$ cat src/rtl/core/dpta_ram.sv
// ----------------------------------------------------------------------------
// dpta_ram
// Generic single-write, single-read memory with a registered read port.
// ----------------------------------------------------------------------------
module dpta_ram #(
    parameter int WIDTH = 8,
    parameter int DEPTH = 32
) (
    input  logic                                      clk,
    input  logic                                      we,
    input  logic [((DEPTH > 1) ? $clog2(DEPTH) : 1)-1:0] waddr,
    input  logic [WIDTH-1:0]                          wdata,
    input  logic                                      re,
    input  logic [((DEPTH > 1) ? $clog2(DEPTH) : 1)-1:0] raddr,
    output logic [WIDTH-1:0]                          rdata
);

    logic [WIDTH-1:0] mem [DEPTH];

    // Write port
    always_ff @(posedge clk)
    begin
        if (we)
        begin
            mem[waddr] <= wdata;
        end
    end

    // Read port: data holds while re is low
    always_ff @(posedge clk)
    begin
        if (re)
        begin
            rdata <= mem[raddr];
        end
    end

endmodule

$ cat config.mk
export PLATFORM = sky130hd
export DESIGN_NAME = dpta_ram
export DESIGN_NICKNAME = d
export VERILOG_FILES = /design/src/rtl/core/dpta_ram.sv
export SDC_FILE = /design/constraint.sdc
export NUM_CORES = 1
export LEC_CHECK = 0
export ABC_AREA = 1
export BUFFER_PORTS_ARGS = -buffer_cell sky130_fd_sc_hd__clkbuf_2
export CAP_MARGIN = 10
export CORE_MARGIN = 4
export CORE_UTILIZATION = 60
export DETAILED_ROUTE_END_ITERATION = 12
export PLACE_DENSITY_LB_ADDON = 0.2
export SYNTH_ARGS = -nofsm -noshare
export SYNTH_HDL_FRONTEND = slang
export SYNTH_SLANG_ARGS = --single-unit
$ cat constraint.sdc
create_clock -name clk -period 2.42 [get_ports clk]
set_input_delay 0.484 -clock clk [delete_from_list [all_inputs] [get_ports clk]]
set_output_delay 0.484 -clock clk [all_outputs]
set_load 0.02 [all_outputs]
# Word-level counts from Yosys, hierarchy flattened
# Memories as Yosys holds them, arrays and structs flattened. A register that Yosys moved wholly into a read port is not among the register bits.
# Index checks and enable logic that the tools add are counted.
[op_classes] mux=2
[ops] cell="1-bit two-way mux" count=2
[totals] regBits=0 mem_bits_rw=256 in_bits=21 output_inout_bits=8 elab_cells=3 mem_count=1
[mem_list] memory="mem" words=32 width=8 read_ports=1 rd_clocked_by_memory_dff=1 write_ports=1 line="18" rtl="logic [WIDTH-1:0] mem [DEPTH];"

# Longest topological paths before layout
# Gate-level depths: netlist of the first run.
[depth] ltp_word=2 mapped_depth=11

# Worst setup path after synthesis of the first run
# OpenSTA, ideal clock, no wires.
[synth_path] path_kind="input -> register" start="in waddr[0] in the netlist's numbering" end="mem mem[0][0], enable pin" setup_time_ps=370 arrival_time_ps=1148 path_slack_ps=902 path_stages=3 path_buffers=0 path_cell_list="inv_1 -> nand3_1 -> nor2_1"
[synth_lines] item="from (decl)" line="11" rtl="input logic [((DEPTH > 1) ? $clog2(DEPTH) : 1)-1:0] waddr,"
[synth_lines] item="to (decl)" line="18"
# No word-level cell before the write port.

# Worst setup path in the final report of the first run
[layout_path] start="reg rdata[2] (read register of mem)" end="out rdata[2]"
[layout_lines] item="from (decl)" line="15" rtl="output logic [WIDTH-1:0] rdata"
# No word-level cell between the ends.

==> impl_metrics.csv, run 1 <==
group,metric,value,unit
cts,root_buffer,"sky130_fd_sc_hd__clkbuf_16",
global_route,global_route.overflow_total,0,
setup_path,critical_path.max_fanout,1,
placement,place.detailed.hpwl,14050,um
global_route,pin_count_of_the_biggest_net_entering_global_routing,70,
timing,final.hold.worst_slack,0.3670,ns
cells_and_area,layout-area-overhead-vs-synth,11.07,%
job,drv.max_cap_violation_count,0,
synth,post_synth_fa_ha_maj_area_fraction,0,%
drt,dr_wl_met3,2399,um
synth,dominant_combinational_cell_family_by_area_after_synthesis,"simple AND/OR/NAND/NOR gates",
floorplan,floorplan.io_pins,29,
timing,setup_violations,0,
synth,portion_of_the_post_synthesis_area_used_by_sequential_elements,72.95,%
setup_path,critPathTopFamily,"flip-flops",
pwr,p_leak,4.542,nW
synth,yosysUniqueCellTypes,11,
cts,clkSinkCount,264,
floorplan,start_util,61.96,%
setup_path,worstSetupEndpointType,"output port",
setup_path,timing.critical_path.depth,1,
drt,dr.pass1.iters,5,
global_route,grt_usage,24.72,%
drt,finalWirelength,24380,um
cts,cts.repair.resized,0,
cells_and_area,drive_above_1_share,10.99,%
cts,insertion_delay,0.53,ns
drt,drt.antenna.violating_nets,0,
synth,yosys_register_bits,264,
worst_hold_path,min_path_cells,3,
cells_and_area,nNetsFinal,994,
synth,synth.yosys.warnings,0,
timing,finalWorstSetupSlack,0.7819,ns
cells_and_area,layout_fillers,1261,
synth,synth_net_count,943,
timing,timing.slew.headroom,48.76,%
placement,dp_cell_count,1170,
cts,post_cts_hold_buffer_count,0,
synth,ys_top_cells_by_area,"sky130_fd_sc_hd__edfxtp_1 (73%), sky130_fd_sc_hd__nand2_1 (12%), sky130_fd_sc_hd__nand3_1 (9.4%), sky130_fd_sc_hd__buf_6 (2.5%), sky130_fd_sc_hd__nor2_1 (1.1%)",
drt,highest-signal-layer,"met4",
setup_path,crit_path_cell_trace,"clkbuf_2",
synth,avgSynthCellArea,11.79,um^2
setup_path,cp.buffers_inverters,1,
cts,cts_max_path_buffers,3,
global_route,grt_pass1_vias,6820,
floorplan,die_width,142.6,um
floorplan,die-height,142.6,um
synth,mappedNetlistArea,10870,um^2
timing,worst_slew_pin_slew,0.7686,ns
cts,ctsHtreeMaxLevel,1,
drt,dr_total_vias,7075,
cts,clk_pin_slew,0.06,ns
drt,drc_errors_left,0,
cells_and_area,filler_free_cell_count_of_the_finished_design,1217,
synth,post_synth_mux_area_share,0,%
synth,yosys.area_share.xor_xnor,0,%
placement,gp_congestion,0.9065,
timing,final_max_slew_viol_count,0,
synth,synthesis.instances,922,
worst_hold_path,worst_hold_path_type,"input port to flop",
floorplan,floorplan.die_area,20330,um^2
status,outcome,"finished, final reports clean",
setup_path,timing.reg2reg.worst_path_depth,8,
setup_path,worst-endpoint-required,1.94,ns
pwr,p_per_area,775.5,nW/um^2
setup_path,start_kind,"flop",
cts,cts_buffers,26,
synth,synth_edf_count,264,
drt,first_iter_violations,731,
synth,yosys.area.top_type,"sky130_fd_sc_hd__edfxtp_1",
drt,detail_route.wl_per_cell,20.03,um
synth,synth_area_in_compound_gates,0,%
timing,timing.final.hold_violations,0,
floorplan,core_area,17540,um^2
timing,layout_min_cycle_time,1.638,ns
global_route,grt_antenna_before_repair,0,
timing,clock.fmax,610.5,MHz
timing,finalClockSkew,0.01061,ns
global_route,grt_first_pass_wirelength,38310,um
placement,preCtsSetupSlack,0.5290,ns
synth,yosys-top-cells-count,"sky130_fd_sc_hd__nand2_1 (360), sky130_fd_sc_hd__edfxtp_1 (264), sky130_fd_sc_hd__nand3_1 (204)",
timing,finalCritPeriodShare,67.69,%
placement,portBuffers,28,
floorplan,num_rows,48,
setup_path,cp_data_arrival_time,1.15,ns
drt,wl_met1,9963,um
cells_and_area,antenna_cells_inserted,0,
timing,setup_repair_after_global_routing_missed_its_margin,"false",
synth,asyncSetResetFlopFracSynth,0,%
cts,tritoncts,"done",
timing,finalSetupTns,0,ns
synth,postSynth.topFlopCell,"sky130_fd_sc_hd__edfxtp_1",
synth,yosysMostFrequentCell,"sky130_fd_sc_hd__nand2_1",
drt,wl_met2,11520,um
drt,detail_route.vias_per_cell,5.813,
setup_path,critical_path.max_stage_delay,0.44,ns
pwr,worst_ir_drop_vdd,0.6731,mV
cts,post_cts_buffers,0,
synth,yosys.area.top_type_share,72.95,%
setup_path,worst_path_max_delay_cell,"sky130_fd_sc_hd__edfxtp_1",
synth,post_synth_and_or_nand_nor_area_fraction,22.94,%
setup_path,crit_path_class,"flop to output port",
## area by class of cell
cell class	count	area, um^2	area share (%)
repair buffers	75	558.0	4.624
inverters	10	38.79	0.3214
clock inverters	11	61.31	0.5080
flip-flops and latches	264	7928	65.69
well taps	225	281.5	2.333
multi-input cells	596	2492	20.65
clock buffers	36	709.4	5.878
## path summary, 6_finish.rpt
| kind | start | to | slack [ns] |
|---|---|---|---|
| setup reg to reg | mem[25][2] | rdata[2] | 1.12 |
| hold / removal | raddr[4] | rdata[4] | 0.37 |
| setup / recovery | rdata[2] | rdata[2] | 0.78 |
| hold reg to reg | mem[18][4] | rdata[4] | 0.85 |
## sequential cells by signal (all words and copies together), names as in the netlist
signal and cells:
rdata 8, mem 256
## per-stage QoR
stage                     cell area (um^2)  power, mW  util (%)
after global placement               11300      5.812     64.43
final                                12070      9.360     68.82
after detailed placement             11300      5.823     64.43
after floorplan                      10870      5.594         -
after global routing                 12070      9.694     68.82
after CTS                            12070      9.405     68.82
## cells in the final DEF (no fill, tap or decap)
cell type / Yosys / routed
sky130_fd_sc_hd__buf_12: 0 / 5
sky130_fd_sc_hd__nand2_1: 360 / 360
sky130_fd_sc_hd__clkbuf_16: 0 / 27
sky130_fd_sc_hd__inv_2: 2 / 1
sky130_fd_sc_hd__buf_4: 4 / 43
sky130_fd_sc_hd__nor2_1: 32 / 32
sky130_fd_sc_hd__clkinv_8: 0 / 1
sky130_fd_sc_hd__clkinv_1: 0 / 6
sky130_fd_sc_hd__clkinv_2: 0 / 4
sky130_fd_sc_hd__clkinvlp_4: 0 / 1
sky130_fd_sc_hd__edfxtp_1: 264 / 264
sky130_fd_sc_hd__nand3_1: 204 / 204
sky130_fd_sc_hd__clkbuf_2: 0 / 27
sky130_fd_sc_hd__clkbuf_1: 7 / 9
sky130_fd_sc_hd__inv_1: 8 / 8
## power by group
group	leakage, nW	internal (mW)	switching (mW)	total [mW]
combinational	1.78	0.162	0.444	0.606
clock	0.372	2.05	1.58	3.63
sequential	2.39	5.10	0.0202	5.12
total	4.54	7.31	2.05	9.36
## logic make-up (layout without fill, tap and decap cells)
family / count (synthesis) / in the layout
buffers and inverters: 62 / 132
DFF: 264 / 264
and+or+nand+nor: 596 / 596
## metal layers
| metal | GRT usage [%] | vias to the layer above |
|---|---|---|
| li1 | - | 3300 |
| met1 | 36.63 | 3377 |
| met2 | 38.45 | 356 |
| met3 | 4.335 | 42 |
| met4 | 6.953 | 0 |
| met5 | 0 | - |
No activity file was read; power rests on OpenSTA's default activity.
==> run 2: changes to the inputs <==
--- a/config.mk
+++ b/config.mk
@@ -9,7 +9,7 @@
 export BUFFER_PORTS_ARGS = -buffer_cell sky130_fd_sc_hd__clkbuf_2
 export CAP_MARGIN = 10
 export CORE_MARGIN = 4
-export CORE_UTILIZATION = 60
+export CORE_UTILIZATION = 56
 export DETAILED_ROUTE_END_ITERATION = 12
 export PLACE_DENSITY_LB_ADDON = 0.2
 export SYNTH_ARGS = -nofsm -noshare
==> constraint.sdc (replaced) <==
create_clock -name clk -period 1.5 [get_ports clk]
set_input_delay 0.3 -clock clk [delete_from_list [all_inputs] [get_ports clk]]
set_output_delay 0.3 -clock clk [all_outputs]
set_load 0.02 [all_outputs]
==> run 2 against run 1 <==
  * Cell count is 3.6% higher
  * Non-clock buffer count is 12 higher
  * Clock power is 61% higher
  * Global-route usage is 1.1 points lower
  * Critical path type unchanged
  * Critical endpoint is now rdata[6]
==> impl_metrics.csv, run 2 (same netlist as run 1, synthesis figures left out) <==
group,metric,value,unit
floorplan,start_util,57.52,%
worst_hold_path,worst_hold_path_type,"input port to flop",
cells_and_area,flip_flop_count_of_the_largest_register_all_copies_and_words_added,256,
cts,insertion_delay,0.53,ns
cells_and_area,nNetsFinal,1007,
setup_path,cp.buffers_inverters,1,
cells_and_area,drive_above_1_share,12.19,%
setup_path,worst-endpoint-required,1.20,ns
cells_and_area,post-route-util,65.23,%
placement,gp_congestion,0.8190,
drt,detail_route.vias_per_cell,5.613,
floorplan,num_rows,50,
timing,timing.final.hold_violations,0,
global_route,global_route.overflow_total,0,
cts,cts.repair.resized,0,
pwr,worst_ir_drop_vdd,0.9466,mV
cts,post_cts_hold_buffer_count,0,
setup_path,start_kind,"flop",
timing,setup_violations,0,
cells_and_area,reg_top3,"mem (256), rdata (8)",
floorplan,floorplan.die_area,21700,um^2
status,outcome,"finished, final reports clean",
drt,first_iter_violations,763,
cts,clkSinkCount,264,
cts,post_cts_buffers,0,
placement,portBuffers,28,
timing,worst_slew_pin_slew,0.4724,ns
floorplan,floorplan.io_pins,29,
setup_path,crit_path_class,"flop to output port",
drt,drt.antenna.violating_nets,0,
setup_path,critical_path.max_stage_delay,0.43,ns
setup_path,critical_path.max_fanout,1,
drt,dr.pass1.iters,5,
global_route,grt_usage,23.67,%
floorplan,die_width,147.3,um
cts,clk_pin_slew,0.06,ns
setup_path,timing.critical_path.depth,1,
cts,ctsHtreeMaxLevel,1,
cells_and_area,layout.cells.most_common_list,"sky130_fd_sc_hd__nand2_1 (360), sky130_fd_sc_hd__edfxtp_1 (264), sky130_fd_sc_hd__nand3_1 (204)",
setup_path,crit_path_cell_trace,"clkbuf_2",
timing,clock.fmax,695.4,MHz
global_route,grt_antenna_before_repair,0,
placement,place.detailed.hpwl,14810,um
cells_and_area,layout-area-overhead-vs-synth,13.40,%
timing,finalCritPeriodShare,95.86,%
global_route,grt_first_pass_wirelength,39790,um
cts,cts_buffers,27,
cells_and_area,mostFrequentLayoutCell,"sky130_fd_sc_hd__nand2_1",
timing,timing.slew.headroom,68.47,%
timing,finalClockSkew,0.01068,ns
drt,dr_total_vias,7078,
floorplan,core_area,18890,um^2
timing,finalSetupTns,0,ns
setup_path,critPathTopFamily,"flip-flops",
cts,root_buffer,"sky130_fd_sc_hd__clkbuf_16",
cts,cts_max_path_buffers,3,
setup_path,worst_path_max_delay_cell,"sky130_fd_sc_hd__edfxtp_1",
timing,setup_repair_after_global_routing_missed_its_margin,"false",
timing,layout_min_cycle_time,1.438,ns
floorplan,die-height,147.3,um
cells_and_area,antenna_cells_inserted,0,
drt,detail_route.wl_per_cell,19.94,um
timing,final_max_slew_viol_count,0,
cts,tritoncts,"done",
global_route,pin_count_of_the_biggest_net_entering_global_routing,65,
global_route,grt_pass1_vias,6971,
setup_path,worstSetupEndpointType,"output port",
drt,finalWirelength,25150,um
timing,final.hold.worst_slack,0.1819,ns
setup_path,worst-r2r-setup-slack,0.25,ns
setup_path,timing.reg2reg.worst_path_depth,8,
setup_path,cp_data_arrival_time,1.14,ns
drt,drc_errors_left,0,
worst_hold_path,min_path_cells,1,
cells_and_area,max_flop_register,"mem",
pwr,p_per_area,1230,nW/um^2
pwr,p_leak,4.645,nW
job,drv.max_cap_violation_count,0,
-- run 2: cell count changes in the layout (fill, tap and decap cells not counted) --
cell and change:
sky130_fd_sc_hd__buf_12 +11, sky130_fd_sc_hd__clkbuf_1 -5, sky130_fd_sc_hd__buf_4 +1, sky130_fd_sc_hd__clkinv_1 +1
sky130_fd_sc_hd__clkinv_2 +1, sky130_fd_sc_hd__clkinv_8 -1, sky130_fd_sc_hd__inv_6 +1
-- run 2: power breakdown --
group / switching (mW) / total, mW / internal, mW
clock: 2.57 / 5.83 / 3.25
sequential: 0.0324 / 8.26 / 8.23
combinational: 0.736 / 1.06 / 0.325
-- run 2: path summary, 6_finish.rpt --
path / to / from
max reg2reg: rdata[4] / mem[0][4]
min: rdata[5] / re
max: rdata[6] / rdata[6]
min reg2reg: rdata[6] / mem[26][6]
-- run 2: through the flow --
| stage | std cells | total power [mW] | cell area [um^2] | setup slack (ns) |
|---|---|---|---|---|
| after global routing | 1261 | 15.66 | 12320 | 0.01732 |
| final | 1261 | 15.15 | 12320 | 0.06205 |
| after global placement | 1217 | 9.466 | 11570 | -0.1675 |
| after floorplan | 922 | 9.025 | 10870 | 0.1660 |
| after detailed placement | 1217 | 9.479 | 11570 | -0.1839 |
| after CTS | 1261 | 15.22 | 12320 | 0.02689 |
-- run 2: layout make-up --
| cell class | instances | area [um^2] |
|---|---|---|
| multi-input cells | 596 | 2492 |
| well taps | 260 | 325.3 |
| flip-flops and latches | 264 | 7928 |
| repair buffers | 87 | 785.8 |
| fillers | 1496 | 6570 |
| inverters | 10 | 38.79 |
| clock buffers | 31 | 690.7 |
| clock inverters | 13 | 62.56 |
-- run 2: metal layers --
layer / up-vias / wire (um) / global-route usage, %
li1: 3328 / - / -
met4: 0 / 652 / 7.130
met5: - / 0 / 0
met2: 285 / 12610 / 39.79
met3: 57 / 1614 / 3.640
met1: 3408 / 10280 / 32.32
==> run 3: changes to the inputs <==
--- a/config.mk
+++ b/config.mk
@@ -5,11 +5,11 @@
 export SDC_FILE = /design/constraint.sdc
 export NUM_CORES = 1
 export LEC_CHECK = 0
-export ABC_AREA = 1
 export BUFFER_PORTS_ARGS = -buffer_cell sky130_fd_sc_hd__clkbuf_2
 export CAP_MARGIN = 10
 export CORE_MARGIN = 4
-export CORE_UTILIZATION = 56
+export CORE_UTILIZATION = 55
+export CTS_CLUSTER_SIZE = 10
 export DETAILED_ROUTE_END_ITERATION = 12
 export PLACE_DENSITY_LB_ADDON = 0.2
 export SYNTH_ARGS = -nofsm -noshare
==> constraint.sdc (replaced) <==
create_clock -name clk -period 1.5 [get_ports clk]
set_input_delay 0.3 -clock clk [delete_from_list [all_inputs] [get_ports clk]]
set_output_delay 0.3 -clock clk [all_outputs]
set_load 0.01 [all_outputs]
==> run 3 against run 2 <==
  * The flow now finishes with violations (negative setup slack)
  * First-iteration DRC count shrank 54%
  * Cell count down 41%
  * Sequential share of layout area grew 1.9 points
  * Core utilization increased by 1.1 points
  * Combinational power shrank 16%
  * Hold slack worse by 0.018 ns
  * Via count fell by 34%
  * Worst setup slack got worse by 0.53 ns
  * Global-route usage fell by 2.2 points
  * Critical path depth rose by 2
  * Sequential cell count unchanged
  * Synthesized cell count down 55%
  * Critical path type is now flop to flop
  * Critical endpoint is now rdata[6]
==> impl_metrics.csv, run 3 <==
group,metric,value,unit
status,outcome,"finished with violations",
status,violations,"negative setup slack",
floorplan,floorplan.die_area,20660,um^2
floorplan,floorplan.io_pins,29,
floorplan,num_rows,49,
drt,dr_wl_met3,1727,um
synth,yosys.area.top_type_share,78.23,%
drt,finalWirelength,20890,um
setup_path,worst_path_max_delay_cell,"sky130_fd_sc_hd__mux4_2",
synth,synth_net_count,438,
cells_and_area,mostFrequentLayoutCell,"sky130_fd_sc_hd__edfxtp_1",
cells_and_area,layout_fillers,1128,
cts,clkSinkCount,264,
setup_path,worstSetupEndpointType,"flop",
synth,synth.yosys.warnings,0,
cts,insertion_delay,0.54,ns
cts,cts_max_path_buffers,3,
global_route,grt_first_pass_wirelength,31750,um
setup_path,critical_path.max_stage_delay,0.53,ns
cells_and_area,antenna_cells_inserted,0,
setup_path,crit_path_cell_trace,"mux4_2 -> mux4_2 -> mux2_4",
drt,first_iter_violations,351,
cts,post_cts_hold_buffer_count,0,
placement,preCtsSetupSlack,-0.8911,ns
synth,mappedNetlistArea,10130,um^2
synth,synthesis.instances,417,
synth,post_synth_and_or_nand_nor_area_fraction,2.050,%
synth,yosys.area.top_type,"sky130_fd_sc_hd__edfxtp_1",
drt,highest-signal-layer,"met5",
setup_path,timing.reg2reg.worst_path_depth,3,
placement,gp_congestion,0.7959,
synth,yosysMostFrequentCell,"sky130_fd_sc_hd__edfxtp_1",
drt,dr.pass1.iters,5,
cells_and_area,layout.cells.most_common_list,"sky130_fd_sc_hd__edfxtp_1 (264), sky130_fd_sc_hd__mux4_2 (80), sky130_fd_sc_hd__buf_4 (39)",
cts,ctsHtreeMaxLevel,1,
cells_and_area,drive_above_1_share,42.72,%
setup_path,worst_path_most_repeated_cell,"sky130_fd_sc_hd__mux4_2",
pwr,p_leak,3.852,nW
timing,clock.fmax,509.0,MHz
floorplan,start_util,56.22,%
timing,finalClockSkew,0.01573,ns
drt,dr_total_vias,4686,
setup_path,critical_path.max_fanout,1,
synth,synth_area_in_compound_gates,0,%
setup_path,start_kind,"flop",
synth,yosys-top-cells-count,"sky130_fd_sc_hd__edfxtp_1 (264), sky130_fd_sc_hd__mux4_2 (80), sky130_fd_sc_hd__nor2_1 (33)",
floorplan,core_area,18020,um^2
synth,dominant_combinational_cell_family_by_area_after_synthesis,"multiplexers",
drt,wl_met1,8871,um
synth,post_synth_mux_area_share,18.67,%
cells_and_area,reg_top3,"mem (256), rdata (8)",
synth,synth_edf_count,264,
timing,finalWorstSetupSlack,-0.4648,ns
cells_and_area,multiInputGateArea,2190,um^2
cts,cts_buffers,30,
cells_and_area,filler_free_cell_count_of_the_finished_design,744,
synth,yosysUniqueCellTypes,14,
timing,final_max_slew_viol_count,0,
setup_path,cp_data_arrival_time,2.24,ns
global_route,global_route.overflow_total,0,
synth,avgSynthCellArea,24.30,um^2
cts,clk_pin_slew,0.06,ns
synth,ys_top_cells_by_area,"sky130_fd_sc_hd__edfxtp_1 (78%), sky130_fd_sc_hd__mux4_2 (18%), sky130_fd_sc_hd__nor2_1 (1.2%), sky130_fd_sc_hd__mux2_2 (0.89%), sky130_fd_sc_hd__buf_4 (0.44%)",
timing,timing.final.hold_violations,0,
pwr,worst_ir_drop_vdd,1.040,mV
cells_and_area,layout-area-overhead-vs-synth,18.06,%
cells_and_area,flip_flop_count_of_the_largest_register_all_copies_and_words_added,256,
synth,asyncSetResetFlopFracSynth,0,%
synth,postSynth.topFlopCell,"sky130_fd_sc_hd__edfxtp_1",
timing,finalCritPeriodShare,131.0,%
timing,worst_slew_pin_slew,0.7308,ns
drt,detail_route.wl_per_cell,28.08,um
drt,drt.antenna.violating_nets,0,
timing,timing.slew.headroom,51.28,%
placement,placedInstanceArea,11160,um^2
worst_hold_path,min_path_cells,1,
timing,setup_repair_after_global_routing_missed_its_margin,"true",
synth,post_synth_fa_ha_maj_area_fraction,0,%
timing,setup_violations,8,
drt,detail_route.vias_per_cell,6.298,
setup_path,crit_path_class,"flop to flop",
global_route,grt_pass1_vias,4897,
cells_and_area,area.sequential,7928,um^2
cts,tritoncts,"done",
global_route,grt_usage,21.42,%
floorplan,die_width,143.7,um
cts,root_buffer,"sky130_fd_sc_hd__clkbuf_16",
placement,portBuffers,28,
job,drv.max_cap_violation_count,0,
placement,place.detailed.hpwl,13460,um
global_route,grt_antenna_before_repair,1,
cells_and_area,fin_area,11960,um^2
synth,yosys.area_share.xor_xnor,0,%
timing,layout_min_cycle_time,1.965,ns
pwr,finalPower,15.30,mW
setup_path,worst-endpoint-required,1.78,ns
cells_and_area,max_flop_register,"mem",
drt,wl_met2,9778,um
global_route,pin_count_of_the_biggest_net_entering_global_routing,33,
floorplan,die-height,143.7,um
drt,drc_errors_left,0,
synth,portion_of_the_post_synthesis_area_used_by_sequential_elements,78.23,%
cells_and_area,nNetsFinal,533,
worst_hold_path,worst_hold_path_type,"input port to flop",
pwr,p_per_area,1279,nW/um^2
synth,yosys_register_bits,264,
placement,dp_cell_count,709,
==> run 3: cell types whose count changed in the layout (fill, tap and decap cells not counted), moves of 6 or more <==
cell                       previous run  this run
sky130_fd_sc_hd__nand2_1            360         1
sky130_fd_sc_hd__nand3_1            204         2
sky130_fd_sc_hd__mux4_2               0        80
sky130_fd_sc_hd__nor2_1              32        19
sky130_fd_sc_hd__inv_1                8         0
sky130_fd_sc_hd__nor2_4               0         8
sky130_fd_sc_hd__clkinv_1             7         0
sky130_fd_sc_hd__nor2_2               0         6
==> run 3: final timing paths <==
kind	startpoint	to	slack, ns
max	mem[24][6]	rdata[6]	-0.46
min	re	rdata[1]	0.16
max reg2reg	mem[24][6]	rdata[6]	-0.46
min reg2reg	mem[0][3]	rdata[3]	0.99
==> run 3: cells by family (layout without fill, tap and decap cells) <==
family        Yosys count  in the layout
simple gates           45             45
buf+inv                20            118
mux                    88             88
flops                 264            264
==> run 3: critical path, delay by kind of cell (launching register included) <==
kind	cells	cell delay, ns
mux	3	1.34
flops	1	0.38
==> run 3: per-layer routing <==
| layer | track usage (%) | vias to the layer above |
|---|---|---|
| met3 | 5.491 | 44 |
| met1 | 32.58 | 2471 |
| met2 | 31.73 | 201 |
| met5 | 0 | - |
| li1 | - | 1968 |
| met4 | 5.699 | 2 |
==> run 3: what timing repair did <==
action                     4_1_cts  5_1_grt
setup endpoints to repair        8        8
resized for setup                1        3
buffers inserted                 0        0
==> run 3: cell type report <==
class | instances | area share (%)
clock buffers | 34 | 6.578
flip-flops and latches | 264 | 66.26
multi-input cells | 133 | 18.30
repair buffers | 83 | 6.421
clock inverters | 1 | 0.04183
well taps | 229 | 2.395
==> run 3: where the power goes <==
part / switching [mW] / internal (mW)
Sequential: 0.0282 / 8.24
Combinational: 0.471 / 0.425
Clock: 2.52 / 3.61
==> run 3: stage by stage <==
stage | hold slack, ns | util [%] | TNS, ns
4_1_cts | 0.1519 | 66.31 | -3.527
6_report | 0.1643 | 66.38 | -3.459
3_3_place_gp | 0.7197 | 61.90 | -25.60
5_1_grt | 0.1537 | 66.38 | -3.739
3_5_place_dp | 0.7119 | 61.90 | -29.41
2_1_floorplan | 0.3989 | - | -4.955
