## src/rtl/core/dpta_pkg.sv

```systemverilog
// ----------------------------------------------------------------------------
// dpta_pkg
// Shared types, codes and constants of the device presence table.
// ----------------------------------------------------------------------------
package dpta_pkg;

    // Table geometry
    localparam int TABLE_DEPTH = 32;
    localparam int IDX_W       = (TABLE_DEPTH > 1) ? $clog2(TABLE_DEPTH) : 1;

    // Event codes carried on the result word
    localparam logic [3:0] EV_NONE       = 4'd0;
    localparam logic [3:0] EV_ONLINE     = 4'd1;
    localparam logic [3:0] EV_MODIFIED   = 4'd2;
    localparam logic [3:0] EV_OFFLINE    = 4'd3;
    localparam logic [3:0] EV_OWN        = 4'd4;
    localparam logic [3:0] EV_SHORT      = 4'd5;
    localparam logic [3:0] EV_BAD_HEADER = 4'd6;
    localparam logic [3:0] EV_WRONG_TYPE = 4'd7;
    localparam logic [3:0] EV_TABLE_FULL = 4'd8;

    // Configuration register indexes
    localparam int CFG_IDX_W = 2;
    localparam logic [CFG_IDX_W-1:0] REG_OWN_ADDRESS   = 2'd0;
    localparam logic [CFG_IDX_W-1:0] REG_EXPIRY        = 2'd1;
    localparam logic [CFG_IDX_W-1:0] REG_MIN_LENGTH    = 2'd2;
    localparam logic [CFG_IDX_W-1:0] REG_DISCOVERY_TYPE = 2'd3;
    localparam int CFG_DATA_W = 32;

    // Register values after reset
    localparam logic [31:0] RST_OWN_ADDRESS    = 32'd0;
    localparam logic [31:0] RST_EXPIRY         = 32'd1000;
    localparam logic [15:0] RST_MIN_LENGTH     = 16'd16;
    localparam logic [7:0]  RST_DISCOVERY_TYPE = 8'd1;

    // Stream widths
    localparam int S_TDATA_W = 168;
    localparam int M_TDATA_W = 104;

    typedef struct packed {
        logic [31:0] own_address;
        logic [31:0] expiry_interval;
        logic [15:0] min_packet_length;
        logic [7:0]  discovery_type_code;
    } cfg_t;

    typedef struct packed {
        logic        operation;
        logic [31:0] source_address;
        logic [15:0] packet_length;
        logic        header_valid;
        logic [7:0]  message_type;
        logic [63:0] name_id;
        logic [7:0]  category;
        logic [31:0] now_ticks;
    } item_t;

    // One table row as held in the entry memory
    typedef struct packed {
        logic [31:0] last_seen;
        logic [7:0]  category;
        logic [63:0] name;
        logic [31:0] address;
    } entry_t;

    localparam int ENTRY_W = $bits(entry_t);

    typedef struct packed {
        logic [3:0]  event_res;
        logic [31:0] device_address;
        logic [63:0] device_name_id;
        logic [7:0]  device_category;
        logic        last;
    } result_t;

endpackage

```

## src/rtl/core/dpta_ctrl.sv

```systemverilog
// ----------------------------------------------------------------------------
// dpta_ctrl
// Sequencer of the presence table: packet checks, slot-by-slot lookup and
// sweep over the entry memory, valid bits and the result register.
// ----------------------------------------------------------------------------
module dpta_ctrl import dpta_pkg::*; (
    input  logic                clk,
    input  logic                rst_n,
    input  cfg_t                cfg,
    input  logic                in_valid,
    output logic                in_ready,
    input  item_t               in_item,
    output logic                out_valid,
    input  logic                out_ready,
    output result_t             out_res,
    output logic                ram_we,
    output logic [IDX_W-1:0]    ram_waddr,
    output entry_t              ram_wdata,
    output logic                ram_re,
    output logic [IDX_W-1:0]    ram_raddr,
    input  entry_t              ram_rdata
);

    localparam logic [2:0] ST_IDLE   = 3'd0;
    localparam logic [2:0] ST_CHECK  = 3'd1;
    localparam logic [2:0] ST_SCAN   = 3'd2;
    localparam logic [2:0] ST_UPDATE = 3'd3;
    localparam logic [2:0] ST_INSERT = 3'd4;
    localparam logic [2:0] ST_SWEEP  = 3'd5;

    logic [2:0]             state_reg, state_next;
    item_t                  item_reg, item_next;
    logic [TABLE_DEPTH-1:0] valid_reg, valid_next;
    logic [IDX_W-1:0]       idx_reg, idx_next;
    logic                   issue_reg, issue_next;
    logic [IDX_W-1:0]       cmp_idx_reg, cmp_idx_next;
    logic                   cmp_vld_reg, cmp_vld_next;
    logic                   mod_reg, mod_next;
    logic                   free_found_reg, free_found_next;
    logic [IDX_W-1:0]       free_slot_reg, free_slot_next;
    logic                   pend_vld_reg, pend_vld_next;
    result_t                pend_reg, pend_next;
    logic                   out_vld_reg, out_vld_next;
    result_t                out_reg, out_next;

    logic                   push;
    result_t                push_res;
    logic                   push_ok;
    logic                   advance;
    logic                   slot_valid;
    logic                   hit;
    logic                   stale;
    logic [31:0]            age;
    result_t                stale_res;

    // Compare stage looks at the row read when the slot walk last advanced
    assign slot_valid = valid_reg[cmp_idx_reg];
    assign hit   = cmp_vld_reg && slot_valid
                   && (ram_rdata.address == item_reg.source_address);
    assign age   = item_reg.now_ticks - ram_rdata.last_seen;
    assign stale = cmp_vld_reg && slot_valid && (age >= cfg.expiry_interval);
    assign push_ok = !out_vld_reg || out_ready;

    always_comb
    begin
        stale_res.event_res       = EV_OFFLINE;
        stale_res.device_address  = ram_rdata.address;
        stale_res.device_name_id  = ram_rdata.name;
        stale_res.device_category = ram_rdata.category;
        stale_res.last            = 1'b0;
    end

    // Sequencer
    always_comb
    begin
        state_next      = state_reg;
        item_next       = item_reg;
        valid_next      = valid_reg;
        mod_next        = mod_reg;
        free_found_next = free_found_reg;
        free_slot_next  = free_slot_reg;
        pend_vld_next   = pend_vld_reg;
        pend_next       = pend_reg;
        push            = 1'b0;
        push_res        = '0;
        advance         = 1'b0;
        ram_we          = 1'b0;
        ram_waddr       = cmp_idx_reg;
        ram_wdata.last_seen = item_reg.now_ticks;
        ram_wdata.category  = item_reg.category;
        ram_wdata.name      = item_reg.name_id;
        ram_wdata.address   = item_reg.source_address;
        in_ready        = 1'b0;

        case (state_reg)
            ST_IDLE:
            begin
                in_ready = 1'b1;
                if (in_valid)
                begin
                    item_next       = in_item;
                    free_found_next = 1'b0;
                    pend_vld_next   = 1'b0;
                    state_next      = in_item.operation ? ST_SWEEP : ST_CHECK;
                end
            end

            ST_CHECK:
            begin
                // Reject checks in fixed priority order
                push_res.device_address = item_reg.source_address;
                push_res.last           = 1'b1;
                if (item_reg.source_address == cfg.own_address)
                begin
                    push_res.event_res = EV_OWN;
                end
                else if (item_reg.packet_length < cfg.min_packet_length)
                begin
                    push_res.event_res = EV_SHORT;
                end
                else if (!item_reg.header_valid)
                begin
                    push_res.event_res = EV_BAD_HEADER;
                end
                else if (item_reg.message_type != cfg.discovery_type_code)
                begin
                    push_res.event_res = EV_WRONG_TYPE;
                end
                else
                begin
                    push_res.event_res = EV_NONE;
                end

                if (push_res.event_res == EV_NONE)
                begin
                    state_next = ST_SCAN;
                end
                else if (push_ok)
                begin
                    push       = 1'b1;
                    state_next = ST_IDLE;
                end
            end

            ST_SCAN:
            begin
                if (hit)
                begin
                    // Hold the matching slot in the compare stage
                    mod_next   = (ram_rdata.name != item_reg.name_id)
                                 || (ram_rdata.category != item_reg.category);
                    state_next = ST_UPDATE;
                end
                else
                begin
                    advance = 1'b1;
                    if (cmp_vld_reg && !slot_valid && !free_found_reg)
                    begin
                        free_found_next = 1'b1;
                        free_slot_next  = cmp_idx_reg;
                    end
                    if (!issue_reg && !cmp_vld_reg)
                    begin
                        state_next = ST_INSERT;
                    end
                end
            end

            ST_UPDATE:
            begin
                push_res.event_res       = mod_reg ? EV_MODIFIED : EV_NONE;
                push_res.device_address  = item_reg.source_address;
                push_res.device_name_id  = item_reg.name_id;
                push_res.device_category = item_reg.category;
                push_res.last            = 1'b1;
                if (push_ok)
                begin
                    ram_we     = 1'b1;
                    push       = 1'b1;
                    state_next = ST_IDLE;
                end
            end

            ST_INSERT:
            begin
                push_res.event_res       = free_found_reg ? EV_ONLINE : EV_TABLE_FULL;
                push_res.device_address  = item_reg.source_address;
                push_res.device_name_id  = item_reg.name_id;
                push_res.device_category = item_reg.category;
                push_res.last            = 1'b1;
                ram_waddr                = free_slot_reg;
                if (push_ok)
                begin
                    push       = 1'b1;
                    state_next = ST_IDLE;
                    if (free_found_reg)
                    begin
                        ram_we                    = 1'b1;
                        valid_next[free_slot_reg] = 1'b1;
                    end
                end
            end

            ST_SWEEP:
            begin
                if (stale)
                begin
                    // Keep one removed row pending until the next is known
                    if (!pend_vld_reg)
                    begin
                        pend_next               = stale_res;
                        pend_vld_next           = 1'b1;
                        valid_next[cmp_idx_reg] = 1'b0;
                        advance                 = 1'b1;
                    end
                    else if (push_ok)
                    begin
                        push                    = 1'b1;
                        push_res                = pend_reg;
                        pend_next               = stale_res;
                        valid_next[cmp_idx_reg] = 1'b0;
                        advance                 = 1'b1;
                    end
                end
                else if (!issue_reg && !cmp_vld_reg)
                begin
                    if (!pend_vld_reg)
                    begin
                        state_next = ST_IDLE;
                    end
                    else if (push_ok)
                    begin
                        push          = 1'b1;
                        push_res      = pend_reg;
                        push_res.last = 1'b1;
                        pend_vld_next = 1'b0;
                        state_next    = ST_IDLE;
                    end
                end
                else
                begin
                    advance = 1'b1;
                end
            end

            default:
            begin
                state_next = ST_IDLE;
            end
        endcase
    end

    // Slot walk: issue stage reads, compare stage checks the registered row
    always_comb
    begin
        idx_next     = idx_reg;
        issue_next   = issue_reg;
        cmp_idx_next = cmp_idx_reg;
        cmp_vld_next = cmp_vld_reg;
        if (state_reg == ST_IDLE)
        begin
            idx_next     = '0;
            issue_next   = 1'b1;
            cmp_vld_next = 1'b0;
        end
        else if (advance)
        begin
            cmp_vld_next = issue_reg;
            cmp_idx_next = idx_reg;
            if (issue_reg)
            begin
                if (idx_reg == IDX_W'(TABLE_DEPTH - 1))
                begin
                    issue_next = 1'b0;
                end
                else
                begin
                    idx_next = idx_reg + IDX_W'(1);
                end
            end
        end
    end

    assign ram_re    = advance && issue_reg;
    assign ram_raddr = idx_reg;

    // Result register
    always_comb
    begin
        out_vld_next = out_vld_reg;
        out_next     = out_reg;
        if (push)
        begin
            out_vld_next = 1'b1;
            out_next     = push_res;
        end
        else if (out_ready)
        begin
            out_vld_next = 1'b0;
        end
    end

    assign out_valid = out_vld_reg;
    assign out_res   = out_reg;

    // Control state
    always_ff @(posedge clk or negedge rst_n)
    begin
        if (!rst_n)
        begin
            state_reg      <= ST_IDLE;
            valid_reg      <= '0;
            issue_reg      <= 1'b0;
            cmp_vld_reg    <= 1'b0;
            free_found_reg <= 1'b0;
            pend_vld_reg   <= 1'b0;
            out_vld_reg    <= 1'b0;
        end
        else
        begin
            state_reg      <= state_next;
            valid_reg      <= valid_next;
            issue_reg      <= issue_next;
            cmp_vld_reg    <= cmp_vld_next;
            free_found_reg <= free_found_next;
            pend_vld_reg   <= pend_vld_next;
            out_vld_reg    <= out_vld_next;
        end
    end

    // Payload
    always_ff @(posedge clk)
    begin
        item_reg      <= item_next;
        idx_reg       <= idx_next;
        cmp_idx_reg   <= cmp_idx_next;
        mod_reg       <= mod_next;
        free_slot_reg <= free_slot_next;
        pend_reg      <= pend_next;
        out_reg       <= out_next;
    end

endmodule

```

## config.mk

```make
export PLATFORM = sky130hd
export DESIGN_NAME = dpta_ctrl
export DESIGN_NICKNAME = d
export VERILOG_FILES = /design/src/rtl/core/dpta_pkg.sv /design/src/rtl/core/dpta_ctrl.sv
export SDC_FILE = /design/constraint.sdc
export NUM_CORES = 1
export LEC_CHECK = 0
export ABC_CLOCK_PERIOD_IN_PS = 16200
export BUFFER_PORTS_ARGS = -buffer_cell sky130_fd_sc_hd__clkbuf_2
export CAP_MARGIN = 0
export CORE_AREA = 2 2 254 256
export CTS_CLUSTER_DIAMETER = 100
export CTS_CLUSTER_SIZE = 40
export DETAILED_ROUTE_END_ITERATION = 10
export DIE_AREA = 0 0 256 258
export PLACE_DENSITY = 0.52
export SLEW_MARGIN = 20
export SYNTH_ARGS = -nofsm -noshare
export SYNTH_HDL_FRONTEND = slang
export SYNTH_SLANG_ARGS = --single-unit
```

## constraint.sdc

```tcl
create_clock -name clk -period 16.2 [get_ports clk]
set_clock_uncertainty 0.15 [all_clocks]
set_input_delay 1.62 -clock clk [delete_from_list [all_inputs] [get_ports clk]]
set_output_delay 1.62 -clock clk [all_outputs]
set_load 0.05 [all_outputs]
```

---- After elaboration in Yosys (flattened, before gate mapping) ----
Index checks and enable logic that the tools add are counted.
cells by class
  add/subtract/negate cells ............... 2
  magnitude comparators ................... 6
  eq/ne operators ......................... 23
  muxes and demuxes ....................... 73
  bitwise logic cells ..................... 6
  reduce and logical (&&, ||, !) cells .... 35
operators by type and width
  operator                                                           count
  2-to-1 mux 109 bit                                                 3
  2-to-1 mux 107 bit                                                 3
  2-to-1 mux 105 bit                                                 2
  2-to-1 mux 32 bit                                                  5
  case mux 36 bit (4 select lines)                                   1
  case mux 72 bit (2 select lines)                                   1
  equality test 32 bit                                               2
  != test 64 bit                                                     1
  case mux 32 bit (2 select lines)                                   1
  2-to-1 mux 3 bit                                                   13
  bitwise AND 32 bit                                                 1
  greater-or-equal comparator 32 bit                                 1
  inverter 32 bit                                                    1
  OR 32 bit                                                          1
  subtractor 32 bit                                                  1
  2-to-1 mux 1 bit                                                   30
  < comparator 16 bit                                                1
  != test 2 bit, second input constant                               8
  != test 8 bit                                                      2
  case mux 3 bit (5 select lines)                                    1
  < comparator 5 x 6 -> 1 bit, second input constant                 2
  AND reduction 3 bit                                                4
  demux 1 bit (select 5 bit)                                         2
  greater-or-equal comparator 5 x 1 -> 1 bit, second input constant  2
  other kinds (25)                                                   56
word-level totals
  register bits after elaboration ......... 430
  bits of input ports ..................... 390
  output and inout bits ................... 259

---- Logic depth before layout (Yosys ltp) ----
Gate-level depths: netlist of run 1.
  depth after elaboration ................. 10
  gate-level depth with buffers ........... 25

---- Worst setup path before layout of run 1 ----
No wires, ideal clock.
  path kind ............................... input-to-reg
  from .................................... input ram_rdata[120] in the netlist's numbering
  to ...................................... register out_reg (netlist bit out_res[0]), enable pin
  library setup time ...................... 578 ps
  arrival ................................. 9695 ps
  required time ........................... 15472 ps
  slack ................................... 5778 ps
  stages .................................. 20
  path through ............................ inv_1 ha_1 a21o_1 a21o_1 a2111oi_0 nor3_1 or3b_1 o21ai_0 nand3b_1 a221oi_1 xnor2_1 ha_1 nand4_1 nor2_1 o21a_1 a21oi_1 o21ai_2 buf_4 nor3_1 nor2_1
on the way
  cells in the longest elaborated chain, start to end .. 5
RTL lines
  item                                RTL line          RTL
  start, declared                     dpta_ctrl.sv:21   input entry_t ram_rdata
  subtractor 32 bit                   dpta_ctrl.sv:60   assign age = item_reg.now_ticks - ram_rdata.last_seen;
  greater-or-equal comparator 32 bit  dpta_ctrl.sv:61   assign stale = cmp_vld_reg && slot_valid && (age >= cfg.expiry_interval);
  logical AND 1 bit                   dpta_ctrl.sv:61
  2-to-1 mux 1 bit                    dpta_ctrl.sv:206  if (stale)
  case mux 1 bit (3 select lines)     dpta_ctrl.sv:95   case (state_reg)
  end signal, assigned                dpta_ctrl.sv:340  out_reg <= out_next;
  end, declared                       dpta_ctrl.sv:44   result_t out_reg, out_next;
No other way between the ends.
A chain may end at the register's enable or synchronous reset.

---- Final worst setup path of run 1 ----
  from .................................... input ram_rdata[104] in the netlist's numbering
  to ...................................... output ram_re
on the way
  cells in the longest elaborated chain, start to end .. 6
RTL lines
  item                                RTL line          RTL
  subtractor 32 bit                   dpta_ctrl.sv:60
  greater-or-equal comparator 32 bit  dpta_ctrl.sv:61
  logical AND 1 bit                   dpta_ctrl.sv:61
  2-to-1 mux 1 bit                    dpta_ctrl.sv:206
  case mux 1 bit (2 select lines)     dpta_ctrl.sv:95
  logical AND 1 bit                   dpta_ctrl.sv:284  assign ram_re = advance && issue_reg;
  end, declared                       dpta_ctrl.sv:19   output logic ram_re,
No other way between the ends.

==> reports/metrics.yaml, run 1 <==
die:
  die-area_mm2: 0.0660
  initial_core_util_pct: 32.5
  std_cell_rows: 93
  ioPinCount: 649
  core_mm2: 0.0636
  fp.dieW_um: 256
  die_y_um: 258
routing:
  routedWlPerCell_um: 22.5
  drc: 0
  vias: 14400
  wl_um: 66300
  route.antenna.remaining_nets: 0
  firstDrtPassIters: 4
  drt_iter0_drc: 973
  viasPerCell: 4.87
grt:
  grt_max_degree: 85
  antenna_found_initial: 8
  track_usage_pct: 19.2
  grt-ovfl-total: 0
  first_global_vias: 14800
  grt_pass1_wl_um: 96500
place:
  dp_hpwl_um: 51000
  io_buffers: 648
  place_congestion: 0.885
  dpl.cell_count: 2891
  place_area_mm2: 0.0238
sta:
  timing.hold.ws_ns: 0.360
  period_share_pct: 52.2
  worst_pin_slew_ns: 1.02
  rsz0062_at_grt: "no"
  max-slew-margin-rel_pct: 32.3
  drv_slew: 0
  setup_viol: 0
  tns_ns: 0
  fmax_mhz: 118
  period_needed_ns: 8.46
  finalHoldViolations: 0
worst_setup_path:
  cp.required_ns: 14.43
  path_class: "input pin to output pin"
  worstPathArrival_ns: 6.69
  cp-start-kind: "input pin"
  worstRegToRegCells: 24
  slowest_delay_ns: 0.50
  worst-path-max-fanout: 7
  path_cells: "clkbuf_2 > ha_1 > inv_1 > fa_1 > a211oi_1 > nor2_1 > o311ai_0 > nand2_1 > a21oi_1 > a2111oi_0 > nor4_1 > nor2_1 > xor2_1 > ha_1 > a21o_1 > a21o_1 > a21oi_1 > o21ai_0 > a21oi_1 > o31a_1 > o21a_1 > clkbuf_2"
  crit_path_end_kind: "output pin"
  crit_top_cell: "a21oi_1"
  cp_slowest_cell: "a21oi_1"
final_layout:
  final_core_util_pct: 39.3
  nets: 2537
  num-fill-cells: 6246
  final_cells: 2947
  fin_area_mm2: 0.0250
  largest_reg_flops: 136
  drive_gt1_share_pct: 34.4
  area_delta_synth_final_pct: 21.0
clock_network:
  cts_buffer_depth: 3
  numCtsBuffers: 27
  post_cts_buffers: 0
  clock_latency_ns: 0.61
  htreeDepth: 1
  cts_resized: 0
  cts.reportedPaths.clkPinSlew_ns: 0.12
  cts.sinks: 430
  root_buffer: "clkbuf_16"
  cts.hold.buffers_added: 0
  tritoncts: "built"
yosys:
  avgSynthCellArea_um2: 13.2
  synth_cell_types: 58
  async_flop_share_pct: 9.30
  ys.flop_type: "edfxtp_1"
  synth-seq-cells: 430
  syn_inst: 1561
  synth_edf_count: 385
  ys_warn_count: 0
  syn_area_mm2: 0.0207
  syn_nets: 2032
  yosysSeqAreaShare_pct: 61.3
job:
  drv_cap: 0
worst_hold_path:
  min_path_type: "flop to flop"
  min_path_cells: 1
pwr:
  peakVddDrop_uv: 99.9
  power.density_mw_per_mm2: 170
  leakage_uw: 0.0106
run_status:
  outcome: "completed"
## worst max-delay path: cells and delay by family
kind | cells | cell delay (ns)
fa+ha+maj | 3 | 0.77
xor+xnor | 1 | 0.16
buf+inv | 3 | 0.44
compound gates | 11 | 2.80
simple gates | 4 | 0.88
## worst paths after layout
check	from	to	slack [ns]
min	ram_raddr[3]$_SDFFE_PP0P_	ram_raddr[3]$_SDFFE_PP0P_	0.36
min reg2reg	ram_raddr[3]$_SDFFE_PP0P_	ram_raddr[3]$_SDFFE_PP0P_	0.36
max in group asynchronous	rst_n	valid_reg[13]$_DFFE_PN0P_	14.27
min in group asynchronous	rst_n	issue_reg$_DFFE_PN0P_	1.01
max reg2reg	ram_wdata[104]$_DFFE_PP_	out_res[47]$_DFFE_PP_	8.70
max	ram_rdata[104]	ram_re	7.74
## Yosys cell counts (6+ instances only)
master / count / area share [%]
a21o_1: 31 / 1.1
o211ai_1: 6 / 0.22
nand2_1: 49 / 0.89
nand3_1: 16 / 0.39
mux2i_1: 22 / 1.1
o21ai_1: 33 / 0.80
nor3_1: 11 / 0.27
nand2b_1: 12 / 0.36
xor2_1: 65 / 2.8
o22ai_1: 12 / 0.36
a22o_1: 86 / 3.6
o21ai_0: 24 / 0.58
xnor2_1: 106 / 4.5
or3_1: 7 / 0.21
nand4_1: 39 / 1.2
o21a_1: 9 / 0.33
a22oi_1: 20 / 0.73
inv_1: 92 / 1.7
a211oi_1: 6 / 0.22
ha_1: 80 / 4.8
dfrtp_1: 40 / 4.8
buf_2: 13 / 0.31
a21oi_1: 36 / 0.87
nor2_1: 57 / 1.0
nor2b_1: 13 / 0.39
and2_1: 8 / 0.24
nor4_1: 24 / 0.73
a211o_1: 8 / 0.34
buf_4: 137 / 5.0
clkbuf_1: 27 / 0.49
o31ai_1: 33 / 1.2
edfxtp_1: 385 / 56
## metal layers
metal  global-route usage (%)  share of wire (%)  up-vias
li1                         -                  -     6683
met1                     24.4                 42     7131
met2                     33.8                 51      466
met3                     3.51                5.3       70
met4                     5.07                2.2        4
met5                        0              0.045        -
## where the power goes
group          internal [µW]  leakage (µW)  switching, µW
combinational            404       0.00584           1290
sequential              1520       0.00419            159
clock                    374      0.000525            486
## cell usage in the layout (no fill, tap or decap), types with 11 or more instances in the layout
master	synthesis	routed
a21o_1	31	31
a21oi_1	36	36
a22o_1	86	86
a22oi_1	20	20
clkbuf_16	0	27
clkbuf_2	0	647
dfrtp_1	40	40
edfxtp_1	385	385
ha_1	80	80
inv_1	92	91
mux2i_1	22	22
nand2_1	49	48
nand2b_1	12	12
nand3_1	16	16
nand4_1	39	39
nor2_1	57	56
nor2b_1	13	13
nor3_1	11	11
nor4_1	24	24
o21ai_0	24	23
o21ai_1	33	33
o22ai_1	12	12
o31ai_1	33	33
xnor2_1	106	106
xor2_1	65	65
## kinds of logic after synthesis
logic type / share of synthesized area [%]
XOR/XNOR: 7.25
adder cells (fa/ha/maj): 4.94
AND/OR/NAND/NOR: 6.44
multiplexers: 1.07
flip-flops: 61.3
AO/OA/AOI/OAI: 11.3
buffers and inverters: 7.68
## metrics by stage
| stage | setup WS [ns] | power, µW |
|---|---|---|
| 2_1_floorplan | 5.78 | 2980 |
| 3_3_place_gp | 7.63 | 3410 |
| 3_5_place_dp | 7.53 | 3420 |
| 4_1_cts | 7.72 | 4290 |
| 5_1_grt | 7.34 | 4430 |
| 6_report | 7.74 | 4240 |
## layout make-up
class	count	area, µm²	share of cell area (%)
multi-input combinational	856	6440	25.8
inverter	92	348	1.39
clock buffer	27	676	2.70
antenna	5	12.5	0.0501
timing repair buffer	659	3340	13.4
tap	855	1070	4.28
clock inverter	23	450	1.80
sequential	430	12700	50.7
Power figures use the tool's default switching activity.
==> inputs of run 2 (changes only) <==
Settings changed: ABC_AREA from default to 1, ABC_CLOCK_PERIOD_IN_PS 16200 to 7900, CORE_AREA 2 2 254 256 to 2 2 255 257, DIE_AREA 0 0 256 258 to 0 0 257 259, PLACE_DENSITY 0.52 to 0.54.
Clock period 16.2 ns to 7.9 ns, I/O delays scaled along.
==> run 2 against run 1 <==
Net effect: global-route usage increased by 1.3 points; sequential share of layout area decreased by 2.5 points; final area rose by 5.1%; die area rose by 0.78%; synthesized area rose by 7.5%; cell count is 19% higher; routed wire length up 6.7%; hold slack worse by 0.27 ns; worst setup slack lost 5.9 ns; critical path depth is the same; largest power group unchanged; critical path type is now flop to output pin; first-iteration DRC count grew 19%; critical endpoint unchanged; sequential power grew 110%.
==> reports/metrics.yaml, run 2 <==
run_status:
  outcome: "completed"
sta:
  period_needed_ns: 6.02
  setup_viol: 0  # unchanged
  worst_pin_slew_ns: 1.08  # +0.0645 ns
  finalHoldViolations: 0  # unchanged
  tns_ns: 0  # unchanged
  period_share_pct: 76.2
  max-slew-margin-rel_pct: 27.7  # -4.6 points
  timing.hold.ws_ns: 0.0886  # -0.271 ns
  rsz0062_at_grt: "no"
  fmax_mhz: 166
  drv_slew: 0  # unchanged
yosys:
  synth-seq-cells: 430  # unchanged
  synth_area_leaders: "edfxtp_1 52%, nand2_1 7.6%, buf_4 4.7%, o21ai_0 4.6%, dfrtp_1 4.5%"
  yosysMostFrequentCell: "nand2_1"
  ys.flop_type: "edfxtp_1"
  synth_cell_types: 46  # -21%
  ys_warn_count: 0  # unchanged
  synth_top_area_share_pct: 52.1  # -3.9 points
  avgSynthCellArea_um2: 10.4  # -22%
  synth_edf_count: 385  # unchanged
  syn_area_mm2: 0.0222  # +7.5%
  syn_nets: 2612  # +29%
  async_flop_share_pct: 9.30  # unchanged
  syn_inst: 2141  # +37%
  synth_top_area_cell: "edfxtp_1"
  synth.top_cells.by_count: "449 x nand2_1, 385 x edfxtp_1, 221 x inv_1"
  yosysSeqAreaShare_pct: 57.0  # -4.3 points
clock_network:
  cts.sinks: 430  # unchanged
  clock_latency_ns: 0.60  # about the same
  cts_buffer_depth: 3  # unchanged
  numCtsBuffers: 25  # -7.4%
  root_buffer: "clkbuf_16"
  tritoncts: "built"
  cts.hold.buffers_added: 0  # unchanged
  htreeDepth: 1  # unchanged
  cts.reportedPaths.clkPinSlew_ns: 0.11  # about the same
  cts_resized: 0  # unchanged
  post_cts_buffers: 0  # unchanged
place:
  io_buffers: 648  # unchanged
  place_congestion: 0.917  # +3.6%
  dp_hpwl_um: 54800  # +7.5%
  dpl.cell_count: 3473  # +20%
routing:
  routedWlPerCell_um: 20.1  # -11%
  viasPerCell: 4.79  # -1.7%
  vias: 16900  # +17%
  firstDrtPassIters: 5  # +1
  route.antenna.remaining_nets: 0  # unchanged
  drc: 0  # unchanged
  wl_um: 70700  # +6.7%
  drt_iter0_drc: 1155  # +19%
worst_setup_path:
  cp_top_family: "compound AO/OA/AOI/OAI gates"
  path_cells: "ha_1 > a21oi_1 > nand2_1 > a21oi_1 > o21bai_1 > a21boi_0 > o21ai_0 > a21oi_1 > xnor2_1 > ha_1 > a21oi_1 > o21ai_0 > nand2_1 > a21oi_1 > nor2_1 > nand2_1 > nand3_1 > nand3_1 > nand2_2 > nand2_1 > inv_1 > clkbuf_2"
  crit_top_cell: "a21oi_1"
  cp.required_ns: 6.96  # -7.47 ns
  worstRegToRegCells: 21  # -13%
  rr_startpoint: "ram_wdata[106]$_DFFE_PP_"
  worstReg2RegEnd: "out_res[45]$_DFFE_PP_"
  slowest_delay_ns: 0.41  # -0.09 ns
  worstPathArrival_ns: 5.08  # -1.61 ns
  worst-r2r-setup-slack_ns: 2.42  # -6.28 ns
  path_class: "flop to output pin"
  worst-path-max-fanout: 13  # +6
  critPathBufInv: 2  # -1
  worst-path-stages: 22  # unchanged
  crit_path_end_kind: "output pin"
  cp_slowest_cell: "edfxtp_1"
  cp-start-kind: "flop"
die:
  core_mm2: 0.0639  # +0.37%
  die_y_um: 259  # +0.39%
  ioPinCount: 649  # unchanged
  std_cell_rows: 93  # unchanged
  initial_core_util_pct: 34.7  # +2.3 points
  fp.dieW_um: 257  # +0.39%
  die-area_mm2: 0.0666  # +0.78%
final_layout:
  final_cells: 3520  # +19%
  nets: 3117  # +23%
  drive_gt1_share_pct: 29.5  # -4.9 points
  final_cell_mix: "647 x clkbuf_2, 448 x nand2_1, 385 x edfxtp_1"
  final_core_util_pct: 41.1  # +1.9 points
  num-fill-cells: 6342  # +1.5%
  area_delta_synth_final_pct: 18.4
  final_common_cell: "clkbuf_2"
  largest_reg_flops: 136  # unchanged
grt:
  first_global_vias: 16700  # +13%
  grt_max_degree: 93  # +9.4%
  track_usage_pct: 20.5  # +1.3 points
  grt-ovfl-total: 0  # unchanged
  grt_pass1_wl_um: 105000  # +8.5%
  antenna_found_initial: 4  # -4
worst_hold_path:
  min_path_type: "input pin to async pin"
pwr:
  peakVddDrop_uv: 253  # +150%
  leakage_uw: 0.0115  # +8.8%
  power.density_mw_per_mm2: 338  # +99%
job:
  drv_cap: 0  # unchanged
==> run 2: cell families after synthesis <==
group / synth area share (%)
AOI/OAI and AO/OA: 8.84
and+or+nand+nor: 13.8
buffers and inverters: 9.76
xor gates and xnor gates: 6.00
adders and majority gates: 4.60
DFF: 57.0
==> run 2: area by class of cell <==
| class | instances | area (µm²) | area share (%) |
|---|---|---|---|
| repair buffers | 660 | 3380 | 12.9 |
| flip-flops and latches | 430 | 12700 | 48.2 |
| diodes | 1 | 2.50 | 0.00952 |
| well taps | 855 | 1070 | 4.07 |
| clock buffers | 26 | 639 | 2.43 |
| multi-input cells | 1303 | 7400 | 28.1 |
| clock inverters | 19 | 275 | 1.05 |
| inverters | 226 | 851 | 3.24 |
==> run 2: worst max-delay path by stage <==
stage,from,endpoint,slack (ns)
3_3_place_gp,ram_rdata[106],out_res[22]$_DFFE_PP_,1.98
3_5_place_dp,ram_rdata[106],out_res[69]$_DFFE_PP_,1.91
5_1_grt,ram_wdata[106]$_DFFE_PP_,ram_re,1.30
6_report,ram_wdata[106]$_DFFE_PP_,ram_re,1.88
4_1_cts,ram_wdata[106]$_DFFE_PP_,ram_re,1.83
2_1_floorplan,state_reg[2]$_DFFE_PN0P_,item_reg[104]$_DFFE_PP_,1.25
==> run 2: stage by stage <==
step	instance area [µm²]	power, µW	setup slack [ns]
3_5_place_dp	25300	7390	1.91
5_1_grt	26300	9350	1.30
2_1_floorplan	22200	6410	1.25
4_1_cts	26200	9000	1.83
3_3_place_gp	25300	7350	1.98
6_report	26300	8890	1.88
==> run 2: power breakdown <==
part	internal, µW	total [µW]	switching [µW]
clock network	692	1600	903
registers	3180	3520	343
logic	844	3770	2930
==> run 2: per-layer routing <==
| layer | wire, µm | global-route usage (%) |
|---|---|---|
| met3 | 3990 | 3.63 |
| met2 | 35300 | 36.1 |
| met5 | 27 | 0 |
| met4 | 1210 | 3.63 |
| met1 | 30200 | 26.7 |
